<file path="config.mk">
export PLATFORM = sky130hd
export DESIGN_NAME = ctp_skid
export DESIGN_NICKNAME = d
export VERILOG_FILES = /design/src/sv/ctp_pkg.sv /design/src/sv/ctp_skid.sv
export SDC_FILE = /design/constraint.sdc
export NUM_CORES = 1
export LEC_CHECK = 0
export BUFFER_PORTS_ARGS = -buffer_cell sky130_fd_sc_hd__buf_2
export CAP_MARGIN = 5
export CORE_ASPECT_RATIO = 1.4
export CORE_MARGIN = 1.5
export CORE_UTILIZATION = 45
export CTS_BUF_LIST = sky130_fd_sc_hd__clkbuf_4
export CTS_CLUSTER_DIAMETER = 200
export DETAILED_ROUTE_END_ITERATION = 6
export PLACE_DENSITY = 0.73
export SETUP_SLACK_MARGIN = 0.4
export SYNTH_ARGS = -nofsm -noshare
export SYNTH_HDL_FRONTEND = slang
export SYNTH_SLANG_ARGS = --single-unit
</file>
<file path="constraint.sdc">
create_clock -name clk -period 1.7 [get_ports clk]
set_clock_uncertainty 0.05 [all_clocks]
set_input_delay 0.255 -clock clk [delete_from_list [all_inputs] [get_ports clk]]
set_output_delay 0.255 -clock clk [all_outputs]
set_load 0.05 [all_outputs]
</file>
<file path="src/sv/ctp_pkg.sv">
// ctp_pkg: shared constants and types for the cell-to-point box average block
// no dependencies; used by ctp_seq, ctp_skid and cell_to_point_box_average
package ctp_pkg;

  localparam int MAX_CELLS_X    = 64;
  localparam int MAX_CELLS_Y    = 64;
  localparam int MAX_CELLS_Z    = 64;
  localparam int MAX_COMPONENTS = 4;
  localparam int SAMPLE_WIDTH   = 16;

  localparam int X_W = $clog2(MAX_CELLS_X);
  localparam int Y_W = $clog2(MAX_CELLS_Y);
  localparam int Z_W = $clog2(MAX_CELLS_Z);
  localparam int C_W = (MAX_COMPONENTS > 1) ? $clog2(MAX_COMPONENTS) : 1;

  // pair, quad and octet sums of samples
  localparam int H_W = SAMPLE_WIDTH + 1;
  localparam int Q_W = SAMPLE_WIDTH + 2;
  localparam int S_W = SAMPLE_WIDTH + 3;

  localparam int ROW_AW    = X_W + C_W;
  localparam int ROW_DEPTH = 2 ** ROW_AW;
  localparam int PLN_AW    = Y_W + X_W + C_W;
  localparam int PLN_DEPTH = 2 ** PLN_AW;

  // configuration port
  localparam int CFG_IDX_W  = 3;
  localparam int CFG_DATA_W = 7;
  localparam int DIM_W      = 7;
  localparam int NC_W       = 3;

  localparam logic [CFG_IDX_W-1:0] REG_CELLS_X        = 3'd0;
  localparam logic [CFG_IDX_W-1:0] REG_CELLS_Y        = 3'd1;
  localparam logic [CFG_IDX_W-1:0] REG_CELLS_Z        = 3'd2;
  localparam logic [CFG_IDX_W-1:0] REG_NUM_COMPONENTS = 3'd3;

  // position of the current cell beat and what it produces
  typedef struct packed {
    logic [X_W-1:0] x;
    logic [Y_W-1:0] y;
    logic [C_W-1:0] c;
    logic           emit;
    logic           last;
    logic           three_d;
  } pos_t;

endpackage

</file>
<file path="src/sv/ctp_skid.sv">
// ctp_skid: two-entry output buffer for result beats
// depends on ctp_pkg
module ctp_skid (
  input  logic                              clk,
  input  logic                              rst_n,
  input  logic                              push,
  input  logic [ctp_pkg::SAMPLE_WIDTH-1:0]  push_value,
  input  logic                              push_last,
  input  logic                              out_stall,
  output logic                              out_valid,
  output logic [ctp_pkg::SAMPLE_WIDTH-1:0]  out_point_value,
  output logic                              out_last_point,
  output logic                              full
);

  logic                             out_valid_r, skid_valid_r;
  logic [ctp_pkg::SAMPLE_WIDTH-1:0] out_value_r, skid_value_r;
  logic                             out_last_r, skid_last_r;
  logic                             pop;

  assign pop = out_valid_r && !out_stall;

  always_ff @(posedge clk) begin
    if (!rst_n) begin
      out_valid_r  <= 1'b0;
      skid_valid_r <= 1'b0;
    end else if (skid_valid_r) begin
      // no push while the skid entry is occupied
      if (pop) begin
        skid_valid_r <= 1'b0;
      end
    end else if (push) begin
      if (!out_valid_r || pop) begin
        out_valid_r <= 1'b1;
      end else begin
        skid_valid_r <= 1'b1;
      end
    end else if (pop) begin
      out_valid_r <= 1'b0;
    end
  end

  always_ff @(posedge clk) begin
    if (skid_valid_r) begin
      if (pop) begin
        out_value_r <= skid_value_r;
        out_last_r  <= skid_last_r;
      end
    end else if (push) begin
      if (!out_valid_r || pop) begin
        out_value_r <= push_value;
        out_last_r  <= push_last;
      end else begin
        skid_value_r <= push_value;
        skid_last_r  <= push_last;
      end
    end
  end

  assign out_valid       = out_valid_r;
  assign out_point_value = out_value_r;
  assign out_last_point  = out_last_r;
  assign full            = skid_valid_r;

endmodule

</file>
# Word level (Yosys, flattened, before mapping)
# Index checks and enable logic that the tools add are counted.
[op_classes]
n_eq_ne = 2
muxes = 15
bitwise = 2
reduce_logical = 10
[op_table]
columns = ["cell", "count"]
rows = [
  ["16-bit 2-to-1 mux", 4],
  ["1-bit 2-to-1 mux", 11],
  ["3-bit AND reduction", 3],
  ["2-bit nonzero test", 3],
  ["2-bit by 1-bit inequality test with 1-bit output, second input constant", 2],
  ["1-bit logical NOT", 2],
  ["1-bit NOT", 2],
  ["1-bit logical AND", 1],
  ["1-bit logical OR", 1],
]
[totals]
ff_bits = 36
in_bits = 21
out_inout_bits = 19
wordCells = 35

# Longest topological paths before layout
[depth]
ltp_word = 6
ltp_mapped = 3
mapped_depth_nobuf = 2

# Worst setup path after synthesis
# No wires, ideal clock.
[synth_path]
kind = "reg2reg"
from = "register skid_valid_r (netlist: full)"
to = "register out_last_r (netlist: out_last_point), enable pin"
setup_time_ps = 396
arrival_time_ps = 1873
required_ps = 1254
path_slack_ps = -619
path_stages_with_launch = 4
path_buffers = 1
period_less_slack_ps = 2319
path_cell_list = "dfxtp_1 > buf_6 > nand2_1 > a21boi_1"
[synth_between]
elab_chain_len = 2
word_cells_on_any_way = 4
classes_between = "1 x eq/ne; 3 x reduce/logical"
[synth_lines]
columns = ["element", "line_no", "text"]
rows = [
  ["start, declared", "ctp_skid.sv:16", "logic out_valid_r, skid_valid_r;"],
  ["start signal, assigned", "ctp_skid.sv:26", "skid_valid_r <= 1'b0;"],
  ["start signal, assigned", "ctp_skid.sv:30", "skid_valid_r <= 1'b0;"],
  ["start signal, assigned", "ctp_skid.sv:36", "skid_valid_r <= 1'b1;"],
  ["2-bit by 1-bit inequality test with 1-bit output (no source line) or 2-bit nonzero test (tied branches)", "-", ""],
  ["3-bit AND reduction (no source line) *", "-", ""],
  ["end signal, assigned", "ctp_skid.sv:47", "out_last_r <= skid_last_r;"],
  ["end signal, assigned", "ctp_skid.sv:52", "out_last_r <= push_last;"],
  ["end, declared", "ctp_skid.sv:18", "logic out_last_r, skid_last_r;"],
]
# Mark *: on every way between the ends. The rest lies on a longest branch, timed or not.
# A chain may end at the register's enable or synchronous reset.

# Final worst setup path
[layout_path]
from = "register skid_valid_r (netlist: full)"
to = "output full"
[layout_lines]
columns = ["element", "line_no", "text"]
rows = [
  ["end, declared", "ctp_skid.sv:13", "output logic full"],
]
# No word-level cell between the ends.

==> impl_metrics.env <==
export IMPL_status="finished, final reports clean"
export IMPL_io_pins=40
export IMPL_grt_max_degree=19
export IMPL_max_freq_mhz=803
export IMPL_synth_area_per_cell_um2=21.7
export IMPL_synth_top_cells_by_area="edfxtp_1, mux2_4, dfxtp_1, buf_6, nor3b_2"
export IMPL_nFillCells=249
export IMPL_whs_ns=0.0576
export IMPL_start_util_pct=48.1
export IMPL_gp_congestion=0.735
export IMPL_first_pass_iters=3
export IMPL_htree_levels=2
export IMPL_switching_share_pct=26.1
export IMPL_critPathRequiredTime_ns=1.39
export IMPL_layout_drive_gt1_share_pct=67.3
export IMPL_rsz0062_at_grt="no"
export IMPL_setup_tns_final_ns=0
export IMPL_worst_slack_ns=0.455
export IMPL_fin_util_pct=61.2
export IMPL_crit_family="flip-flops"
export IMPL_die_w_um=50.3
export IMPL_powerDensity_nw_per_um2=1010
export IMPL_p_comb_share_pct=17.7
export IMPL_avgViaCountPerCell=4.82
export IMPL_wl_met3_um=127
export IMPL_top_layer_used="met4"
export IMPL_synth_top_area_share_pct=72.3
export IMPL_worstMarginPinSlew_ns=0.250
export IMPL_drcViolationCount=0
export IMPL_root_buffer="clkbuf_4"
export IMPL_met1_length_um=785
export IMPL_placed_cell_area_um2=1730
export IMPL_wl_per_cell_um=13.9
export IMPL_endpoint_kind="primary output"
export IMPL_seq_power_share_pct=57.7
export IMPL_core_area_um2=2940
export IMPL_dieArea_um2=3490
export IMPL_hp_class="in -> reg"
export IMPL_critical_path_peak_fanout=5
export IMPL_die_y_um=69.3
export IMPL_peakVddDrop_uv=679
export IMPL_ctsHoldBuffers=0
export IMPL_max_slew_margin_rel_pct=83.4
export IMPL_synth_cell_types=13
export IMPL_cts_buffers=5
export IMPL_grt_pass1_vias=758
export IMPL_period_minus_slack_ns=1.25
export IMPL_final_cell_area_um2=1800
export IMPL_final_nets=133
export IMPL_fin_crit_sh_pct=73.2
export IMPL_drv_slew=0
export IMPL_portBuffers=39
export IMPL_cts_tree="done"
export IMPL_ys_seq_elements=36
export IMPL_cp_arrival_ns=0.94
export IMPL_synth_nets=86
export IMPL_internal_power_mw=1.34
export IMPL_vias=723
export IMPL_antenna_left=0
export IMPL_routed_wl_mm=2.09
export IMPL_path_class="reg -> out"
export IMPL_p_clk_share_pct=24.5
export IMPL_clkTransAtPathRegs_ns=0.10
export IMPL_seq_area_frac_synth_pct=75.2
export IMPL_antenna_cells=0
export IMPL_cts_resized=3
export IMPL_insertion_delay_ns=0.33
export IMPL_cpPeakStageDelay_ns=0.41
export IMPL_area_delta_synth_final_pct=27.2
export IMPL_p_switching_mw=0.471
export IMPL_post_place_ws_ns=0.384
export IMPL_hold_viol_final=0
export IMPL_dr_wl_met2_mm=1.11
export IMPL_rows=23
export IMPL_finalSetupViolations=0
export IMPL_crit_chain="buf_4"
export IMPL_worstSetupStartpointType="flip-flop"
export IMPL_slowest_stage="dfxtp_4"
export IMPL_globalRouteOverflowTotal=0
export IMPL_syn_inst=65
export IMPL_ys_warnings_count=0
export IMPL_clock_path_buffers=2
export IMPL_drt_iter0_drc=17
export IMPL_gr_usage_all_layers_pct=14.8
export IMPL_post_cts_buffers=0
export IMPL_grt_pass1_wl_mm=3.66
export IMPL_critPathBufInv=1
export IMPL_cellLeakagePower_nw=0.716
export IMPL_cts_sinks=36
export IMPL_yosys_area_top_type="edfxtp_1"
export IMPL_synthesis_area_um2=1410
export IMPL_max_cap_violations=0
export IMPL_antenna_found_initial=0
export IMPL_dpl_hpwl_mm=1.49
## state kept, by name (all words and copies together) (netlist names)
register	cells
out_valid	1
out_last_point	1
out_point_value	16
skid_value_r	16
full	1
skid_last_r	1
## synthesized netlist by cell type
library cell,count
edfxtp_1,34
mux2_4,17
buf_6,2
dfxtp_1,2
nand2_1,2
a21boi_1,1
a21boi_2,1
a21oi_2,1
nand2b_1,1
nor2_1,1
nor2b_1,1
nor3b_2,1
o21ai_2,1
## cells by family after synthesis
group                  Yosys count  synth area share [%]
flip-flops                      36                  75.2
multiplexers                    17                  18.1
AND/OR/NAND/NOR                  6                  2.57
AO/OA/AOI/OAI                    4                  2.57
buffers and inverters            2                  1.60
## power groups by stage
stage / Sequential, mW / Clock [mW] / Combinational (mW)
floorplan: 1.19 / 0 / 0.101
global placement: 1.06 / 0 / 0.314
detailed placement: 1.06 / 0 / 0.320
CTS: 1.04 / 0.469 / 0.324
global route: 1.05 / 0.503 / 0.339
finish: 1.04 / 0.443 / 0.321
## routing by layer
metal  GRT usage, %  vias to the layer above
li1               -                      350
met1           16.1                      341
met2           23.8                       26
met3           5.17                        6
met4           9.91                        0
met5              0                        -
## worst paths after layout
check / startpoint / end / slack, ns / cells past startpoint
worst max-delay path: full / full / 0.45 / 1
worst min-delay path: push_value[3] / skid_value_r[3] / 0.06 / 1
worst min register to register: out_valid / out_valid / 0.47 / 2
worst max register to register: full / out_point_value[8] / 0.46 / 3
## per-stage QoR
stage / total power [mW] / std cells
2_1_floorplan: 1.29 / 65
3_3_place_gp: 1.38 / 142
3_5_place_dp: 1.38 / 142
4_1_cts: 1.84 / 150
5_1_grt: 1.89 / 150
6_report: 1.81 / 150
## cell type report
| cell class | count | area, um^2 | area share, % |
|---|---|---|---|
| multi-input combinational | 27 | 362 | 20.1 |
| clock inverter | 1 | 3.75 | 0.209 |
| tap | 37 | 46.3 | 2.58 |
| sequential | 36 | 1070 | 59.5 |
| clock buffer | 7 | 52.6 | 2.93 |
| timing repair buffer | 42 | 263 | 14.6 |
## cells in the final DEF, fill, tap and decap left out
cell      Yosys  final
mux2_4       17     17
a21boi_2      1      1
nand2b_4      0      1
buf_4         0      3
edfxtp_1     34     34
clkbuf_4      0      7
a21boi_4      0      1
a21oi_2       1      1
nand2_1       2      1
buf_12        0      3
clkinv_1      0      1
nor2b_1       1      1
nand2_4       0      1
dfxtp_4       0      2
o21ai_2       1      1
nor2_4        0      1
buf_2         0     36
nor3b_2       1      1
## worst register-to-register path, cell delays in order, from the launching register on
cell,delay [ns]
dfxtp_4,0.38
nand2b_4,0.18
a21boi_4,0.18
buf_12,0.17
Power figures use the tool's default switching activity.
