[config.mk]
export PLATFORM = sky130hd
export DESIGN_NAME = ctp_seq
export DESIGN_NICKNAME = d
export VERILOG_FILES = /design/src/sv/ctp_pkg.sv /design/src/sv/ctp_seq.sv
export SDC_FILE = /design/constraint.sdc
export NUM_CORES = 1
export LEC_CHECK = 0
export ABC_AREA = 1
export BUFFER_PORTS_ARGS = -buffer_cell sky130_fd_sc_hd__clkbuf_2
export CAP_MARGIN = 20
export CORE_ASPECT_RATIO = 0.5
export CORE_MARGIN = 5
export CORE_UTILIZATION = 50
export CTS_BUF_LIST = sky130_fd_sc_hd__clkbuf_4 sky130_fd_sc_hd__clkbuf_8 sky130_fd_sc_hd__clkbuf_16
export CTS_CLUSTER_DIAMETER = 100
export DETAILED_ROUTE_END_ITERATION = 12
export PLACE_DENSITY = 0.76
export SLEW_MARGIN = 20
export SYNTH_ARGS = -nofsm -noshare
export SYNTH_HDL_FRONTEND = slang
export SYNTH_SLANG_ARGS = --single-unit
[constraint.sdc]
create_clock -name clk -period 2.1 [get_ports clk]
set_clock_uncertainty 0.1 [all_clocks]
set_input_delay 0 -clock clk [delete_from_list [all_inputs] [get_ports clk]]
set_output_delay 0 -clock clk [all_outputs]
set_load 0.02 [all_outputs]
[src/sv/ctp_pkg.sv]
// ctp_pkg: shared constants and types for the cell-to-point box average block
// no dependencies; used by ctp_seq, ctp_skid and cell_to_point_box_average
package ctp_pkg;

  localparam int MAX_CELLS_X    = 64;
  localparam int MAX_CELLS_Y    = 64;
  localparam int MAX_CELLS_Z    = 64;
  localparam int MAX_COMPONENTS = 4;
  localparam int SAMPLE_WIDTH   = 16;

  localparam int X_W = $clog2(MAX_CELLS_X);
  localparam int Y_W = $clog2(MAX_CELLS_Y);
  localparam int Z_W = $clog2(MAX_CELLS_Z);
  localparam int C_W = (MAX_COMPONENTS > 1) ? $clog2(MAX_COMPONENTS) : 1;

  // pair, quad and octet sums of samples
  localparam int H_W = SAMPLE_WIDTH + 1;
  localparam int Q_W = SAMPLE_WIDTH + 2;
  localparam int S_W = SAMPLE_WIDTH + 3;

  localparam int ROW_AW    = X_W + C_W;
  localparam int ROW_DEPTH = 2 ** ROW_AW;
  localparam int PLN_AW    = Y_W + X_W + C_W;
  localparam int PLN_DEPTH = 2 ** PLN_AW;

  // configuration port
  localparam int CFG_IDX_W  = 3;
  localparam int CFG_DATA_W = 7;
  localparam int DIM_W      = 7;
  localparam int NC_W       = 3;

  localparam logic [CFG_IDX_W-1:0] REG_CELLS_X        = 3'd0;
  localparam logic [CFG_IDX_W-1:0] REG_CELLS_Y        = 3'd1;
  localparam logic [CFG_IDX_W-1:0] REG_CELLS_Z        = 3'd2;
  localparam logic [CFG_IDX_W-1:0] REG_NUM_COMPONENTS = 3'd3;

  // position of the current cell beat and what it produces
  typedef struct packed {
    logic [X_W-1:0] x;
    logic [Y_W-1:0] y;
    logic [C_W-1:0] c;
    logic           emit;
    logic           last;
    logic           three_d;
  } pos_t;

endpackage

[src/sv/ctp_seq.sv]
// ctp_seq: configuration registers and raster position counters
// depends on ctp_pkg
module ctp_seq (
  input  logic                             clk,
  input  logic                             rst_n,
  input  logic                             cfg_wr,
  input  logic [ctp_pkg::CFG_IDX_W-1:0]    cfg_index,
  input  logic [ctp_pkg::CFG_DATA_W-1:0]   cfg_data,
  input  logic                             step,
  output ctp_pkg::pos_t                    pos
);

  localparam int X_W = ctp_pkg::X_W;
  localparam int Y_W = ctp_pkg::Y_W;
  localparam int Z_W = ctp_pkg::Z_W;
  localparam int C_W = ctp_pkg::C_W;

  logic [ctp_pkg::DIM_W-1:0] cells_x_r, cells_y_r, cells_z_r;
  logic [ctp_pkg::NC_W-1:0]  num_components_r;

  logic [X_W-1:0] x_r, x_nxt, xm1;
  logic [Y_W-1:0] y_r, y_nxt, ym1;
  logic [Z_W-1:0] z_r, z_nxt, zm1;
  logic [C_W-1:0] c_r, c_nxt, cm1;

  // last index of each dimension, register values saturated into range
  always_comb begin
    if (cells_x_r < 7'd2) begin
      xm1 = X_W'(1);
    end else if (int'(cells_x_r) > ctp_pkg::MAX_CELLS_X) begin
      xm1 = X_W'(ctp_pkg::MAX_CELLS_X - 1);
    end else begin
      xm1 = X_W'(int'(cells_x_r) - 1);
    end

    if (cells_y_r < 7'd2) begin
      ym1 = Y_W'(1);
    end else if (int'(cells_y_r) > ctp_pkg::MAX_CELLS_Y) begin
      ym1 = Y_W'(ctp_pkg::MAX_CELLS_Y - 1);
    end else begin
      ym1 = Y_W'(int'(cells_y_r) - 1);
    end

    if (cells_z_r == 7'd0) begin
      zm1 = '0;
    end else if (int'(cells_z_r) > ctp_pkg::MAX_CELLS_Z) begin
      zm1 = Z_W'(ctp_pkg::MAX_CELLS_Z - 1);
    end else begin
      zm1 = Z_W'(int'(cells_z_r) - 1);
    end

    if (num_components_r == 3'd0) begin
      cm1 = '0;
    end else if (int'(num_components_r) > ctp_pkg::MAX_COMPONENTS) begin
      cm1 = C_W'(ctp_pkg::MAX_COMPONENTS - 1);
    end else begin
      cm1 = C_W'(int'(num_components_r) - 1);
    end
  end

  // raster advance: component, then x, y, z
  always_comb begin
    x_nxt = x_r;
    y_nxt = y_r;
    z_nxt = z_r;
    c_nxt = c_r + C_W'(1);
    if (c_r == cm1) begin
      c_nxt = '0;
      x_nxt = x_r + X_W'(1);
      if (x_r == xm1) begin
        x_nxt = '0;
        y_nxt = y_r + Y_W'(1);
        if (y_r == ym1) begin
          y_nxt = '0;
          z_nxt = (z_r == zm1) ? '0 : z_r + Z_W'(1);
        end
      end
    end
  end

  always_ff @(posedge clk) begin
    if (!rst_n) begin
      cells_x_r        <= 7'd64;
      cells_y_r        <= 7'd64;
      cells_z_r        <= 7'd1;
      num_components_r <= 3'd1;
      x_r <= '0;
      y_r <= '0;
      z_r <= '0;
      c_r <= '0;
    end else if (cfg_wr) begin
      case (cfg_index)
        ctp_pkg::REG_CELLS_X:        cells_x_r        <= cfg_data;
        ctp_pkg::REG_CELLS_Y:        cells_y_r        <= cfg_data;
        ctp_pkg::REG_CELLS_Z:        cells_z_r        <= cfg_data;
        ctp_pkg::REG_NUM_COMPONENTS: num_components_r <= cfg_data[ctp_pkg::NC_W-1:0];
        default: ;
      endcase
      // any write restarts the block
      x_r <= '0;
      y_r <= '0;
      z_r <= '0;
      c_r <= '0;
    end else if (step) begin
      x_r <= x_nxt;
      y_r <= y_nxt;
      z_r <= z_nxt;
      c_r <= c_nxt;
    end
  end

  always_comb begin
    pos.x       = x_r;
    pos.y       = y_r;
    pos.c       = c_r;
    pos.three_d = (zm1 != '0);
    pos.emit    = (x_r != '0) && (y_r != '0) && ((zm1 == '0) || (z_r != '0));
    pos.last    = (x_r == xm1) && (y_r == ym1) && (z_r == zm1) && (c_r == cm1);
  end

endmodule

==> Word level (Yosys, flattened, before mapping) <==
Index checks and enable logic that the tools add are counted.
{ "op_classes": {"n_lt_le_gt_ge": 6, "addsub": 8, "n_bitwise": 1, "n_mux": 12, "reduce_logical": 22, "n_eq_ne": 7} }
{ "op_table": {"columns": ["op", "n"], "rows": [
  ["6-bit two-way mux", 9],
  ["6-bit nonzero test", 4],
  ["7-bit > comparator (second input constant)", 3],
  ["6-bit by 1-bit adder with 6-bit output (second input constant)", 3],
  ["6-bit equality test", 3],
  ["6-bit by 1-bit subtractor with 6-bit output (second input constant)", 3],
  ["7-bit by 2-bit less-than comparator with 1-bit output (second input constant)", 2],
  ["2-bit AND reduction", 5],
  ["7-bit logical NOT", 1],
  ["3-bit by 2-bit equality test with 1-bit output (second input constant)", 2],
  ["3-bit logical NOT", 2],
  ["6-bit logical NOT", 1],
  ["2-bit two-way mux", 3],
  ["1-bit logical AND", 5],
  ["4-bit AND reduction", 1],
  ["3-bit by 1-bit equality test with 1-bit output (second input constant)", 1],
  ["3-bit > comparator (second input constant)", 1],
  ["3-bit AND reduction", 1],
  ["2-bit by 1-bit adder with 2-bit output (second input constant)", 1],
  ["2-bit equality test", 1],
  ["2-bit OR reduction", 1],
  ["2-bit by 1-bit subtractor with 2-bit output (second input constant)", 1],
  ["1-bit logical OR", 1],
  ["1-bit inverter", 1]
]} }
{ "totals": {"output_inout_bits": 17, "input_bits": 14, "regBits": 44} }

==> Depth between registers and ports, before layout <==
{ "depth": {"word_depth": 7, "depth_mapped": 16, "mapped_depth_nobuf": 16} }

==> Worst setup path before layout <==
Ideal clock, no wire load.
{ "synth_path": {"kind": "register -> output", "from": "register cells_z_r[0] in the netlist's numbering", "to": "output port pos[2] in the netlist's numbering", "stages_incl_launch_ff": 9, "path_buffers": 0, "arrival_time_ns": 1.880, "setup_slack_ns": 0.120, "cell_sequence": "dfxtp_1 -> inv_1 -> ha_1 -> nand4_2 -> nand2_1 -> nand2_1 -> nor3_1 -> nand3_1 -> a41oi_1"} }
{ "synth_lines": {"columns": ["item", "line_no", "source"], "rows": [
  ["start: declaration", "ctp_seq.sv:18", "logic [ctp_pkg::DIM_W-1:0] cells_x_r, cells_y_r, cells_z_r;"],
  ["start signal: assignment", "ctp_seq.sv:95", "ctp_pkg::REG_CELLS_Z: cells_z_r <= cfg_data;"],
  ["end: declaration", "ctp_seq.sv:10", "output ctp_pkg::pos_t pos"]
]} }

==> flow_metrics.tcl <==
set metrics [dict create \
    status "finished clean" \
    r2r_cells 13 \
    arrival_ps 1980 \
    grt_pass1_wl_um 13200 \
    fin_crit_sh_pct 99.0 \
    postRouteAntennaNets 0 \
    wire_per_inst_um 14.0 \
    final-hold-violation-count 0 \
    endpoint_kind "output port" \
    syn-cell-area_sq_mm 0.00293 \
    setup_viol 0 \
    synth_edf_count 0 \
    antenna_found_initial 0 \
    dp.final_hpwl_um 5420 \
    first_pass_iters 5 \
    core-area_sq_mm 0.00559 \
    async_reset_ff_share_pct 0 \
    pre_cts_ws_ps 13.9 \
    critical_path.startpoint_type "flip-flop" \
    fin_nets 542 \
    layout_common_cells "nand2_1, inv_1, nor2_1" \
    tightest_slew_ps 587 \
    seq_area_frac_synth_pct 30.0 \
    numCtsBuffers 5 \
    placedCellCount 549 \
    avgViaCountPerCell 5.29 \
    synth_nets 471 \
    hold_class "in2reg" \
    r2r_end "x_r[5]$_SDFFE_PP0P_" \
    vias 3129 \
    ctsRootBufferMaster "clkbuf_16" \
    crit_slowest_cell "dfxtp_4" \
    peakVddDrop_uv 377 \
    cts_tree "done" \
    fillers 445 \
    final_common_cell "nand2_1" \
    power.leakage_nw 1.81 \
    fin_crit_ps 2080 \
    max_freq_mhz 481 \
    grt_remaining_overflow 0 \
    path_cells "nor2_4 > nand3_2 > nand2_4 > buf_4 > nand2_1 > nand2_1 > nand2_1 > nor2_2 > nand3_2 > nor3_2 > buf_4" \
    grt_pass1_vias 2685 \
    fin_ws_ps 20.8 \
    rsz0062_at_grt "true" \
    area_delta_synth_final_pct 32.5 \
    r2r_start "num_components_r[0]$_SDFFE_PN1P_" \
    instances_no_fill 591 \
    rrSetupSlack_ps 50 \
    worst-setup-path-type "reg2out" \
    ys.flop_type "dfxtp_1" \
    powerDensity_mw_per_mm2 578 \
    drt_iter0_drc 275 \
    clockBufferDepth 2 \
    pin_count 31 \
    path_max_fanout 7 \
    gp_congestion 0.843 \
    rows 19 \
    ys_warn_count 0 \
    clock_sinks 44 \
    synth_cells 446 \
    dieArea_sq_mm 0.00759 \
    cp.required_ps 2000 \
    htreeDepth 2 \
    syn_area_per_cell_sq_um 6.57 \
    grt_max_degree 26 \
    start_util_pct 52.5 \
    worstSkewPairLatency_ps 290 \
    drv_slew 0 \
    crit_start "cells_z_r[2]$_SDFFE_PN0P_" \
    clkTransAtPathRegs_ps 60 \
    cap_violations 0 \
    drc 0 \
    die_width_um 118 \
    port_buffers 30 \
    diodes 0 \
    totalWireLength_um 8250 \
    drive_above_1_share_pct 29.5 \
    setup.worst_path.end "pos[1]" \
    slowest_delay_ps 370 \
    synthDistinctLibCells 30 \
    ys_ff_latch 44 \
    cpMostUsedCell "nand2_1" \
    postLayoutCoreUtil_pct 69.5 \
    slew_headroom_pct 60.6 \
    finalPower_w 0.00224 \
    die_h_um 64.1 \
    grt_usage_pct 20.9 \
]
==> through the flow <==
step                      instance area, sq um  hold slack, ps  setup TNS, ps
after floorplan                           2930            26.4              0
after global placement                    3190             171              0
after detailed placement                  3190             177              0
after CTS                                 3600            23.3              0
after global routing                      3880            89.1           -768
final                                     3880            44.4              0
==> worst max-delay path: cells and delay by family (launching register included) <==
family                 cells  cell delay, ps
and+or+nand+nor            9            1030
DFF                        1             370
buffers and inverters      2             290
==> how the worst min path moves through the flow <==
stage	start	endpoint	slack, ps	cells after the start
6_report	cfg_index[1]	cells_x_r[2]$_SDFFE_PN0P_	40	4
5_1_grt	cfg_wr	y_r[2]$_SDFFE_PP0P_	90	4
4_1_cts	cfg_index[1]	cells_x_r[2]$_SDFFE_PN0P_	20	4
3_5_place_dp	cfg_data[0]	cells_z_r[0]$_SDFFE_PN1P_	180	3
3_3_place_gp	cfg_data[6]	cells_x_r[6]$_SDFFE_PN1P_	170	3
2_1_floorplan	cfg_data[6]	cells_x_r[6]$_SDFFE_PN1P_	30	2
==> cells by family (layout without fill, tap and decap cells) <==
group	count (synthesis)	after routing	synth area share (%)
and+or+nand+nor	249	250	40.8
buffers and inverters	66	137	8.49
AOI/OAI and AO/OA	58	58	10.5
DFF	44	44	30.0
xor gates and xnor gates	18	18	5.38
adders and majority gates	11	11	4.69
==> flip-flops by register name, summed over array words and instances (netlist names) <==
| register | flops |
|---|---|
| cells_x_r | 7 |
| cells_y_r | 7 |
| cells_z_r | 7 |
| x_r | 6 |
| y_r | 6 |
| z_r | 6 |
| num_components_r | 3 |
| c_r | 2 |
==> synth_stat cells, types with 2 or more instances <==
cell	instances	area, sq um
dfxtp_1	44	881
nand3_1	46	230
nand3_4	3	52.6
nand2_1	106	398
o21ai_1	2	10.0
nor2_2	5	31.3
clkbuf_1	5	18.8
xnor2_1	5	43.8
nor3_1	11	55.1
xor2_1	13	114
nand3_2	2	20.0
nor2_1	49	184
and2_1	2	12.5
o211ai_1	5	37.5
nand2_4	2	22.5
nand3b_1	2	15.0
nand2_2	12	75.1
o21ai_0	23	115
ha_1	11	138
inv_1	57	214
inv_2	3	11.3
nor2_4	5	56.3
a21oi_1	26	130
==> what timing repair did <==
item | 4_1_cts | 5_1_grt
hold buffers | 12 | 0
setup endpoints to repair | 3 | 20
buffers inserted | 6 | 15
cloned | 0 | 1
pin swaps | 7 | 27
endpoints found under the hold margin | 25 | 0
gates resized for setup | 23 | 53
==> power by group <==
part	internal [W]	switching [W]	leakage [nW]
combinational	0.000187	0.000271	1.36
sequential	0.000854	0.0000257	0.360
clock	0.000573	0.000333	0.0843
total	0.00161	0.000629	1.81
==> routing by layer <==
metal	routed length [um]	share of wire, %	up-vias	GRT usage (%)
met5	0	0	-	0
met4	163	2.0	0	3.72
met3	609	7.4	19	4.49
met2	3590	44	116	31.8
met1	3880	47	1421	30.6
li1	-	-	1573	-
==> area by class of cell <==
cell class / count / area [sq um] / area share, %
clock inverter: 2 / 35.0 / 0.902
multi-input combinational: 337 / 2000 / 51.6
timing repair buffer: 69 / 485 / 12.5
sequential: 44 / 901 / 23.2
tap: 73 / 91.3 / 2.35
clock buffer: 6 / 133 / 3.41
inverter: 60 / 235 / 6.05
Power figures use the tool's default switching activity.
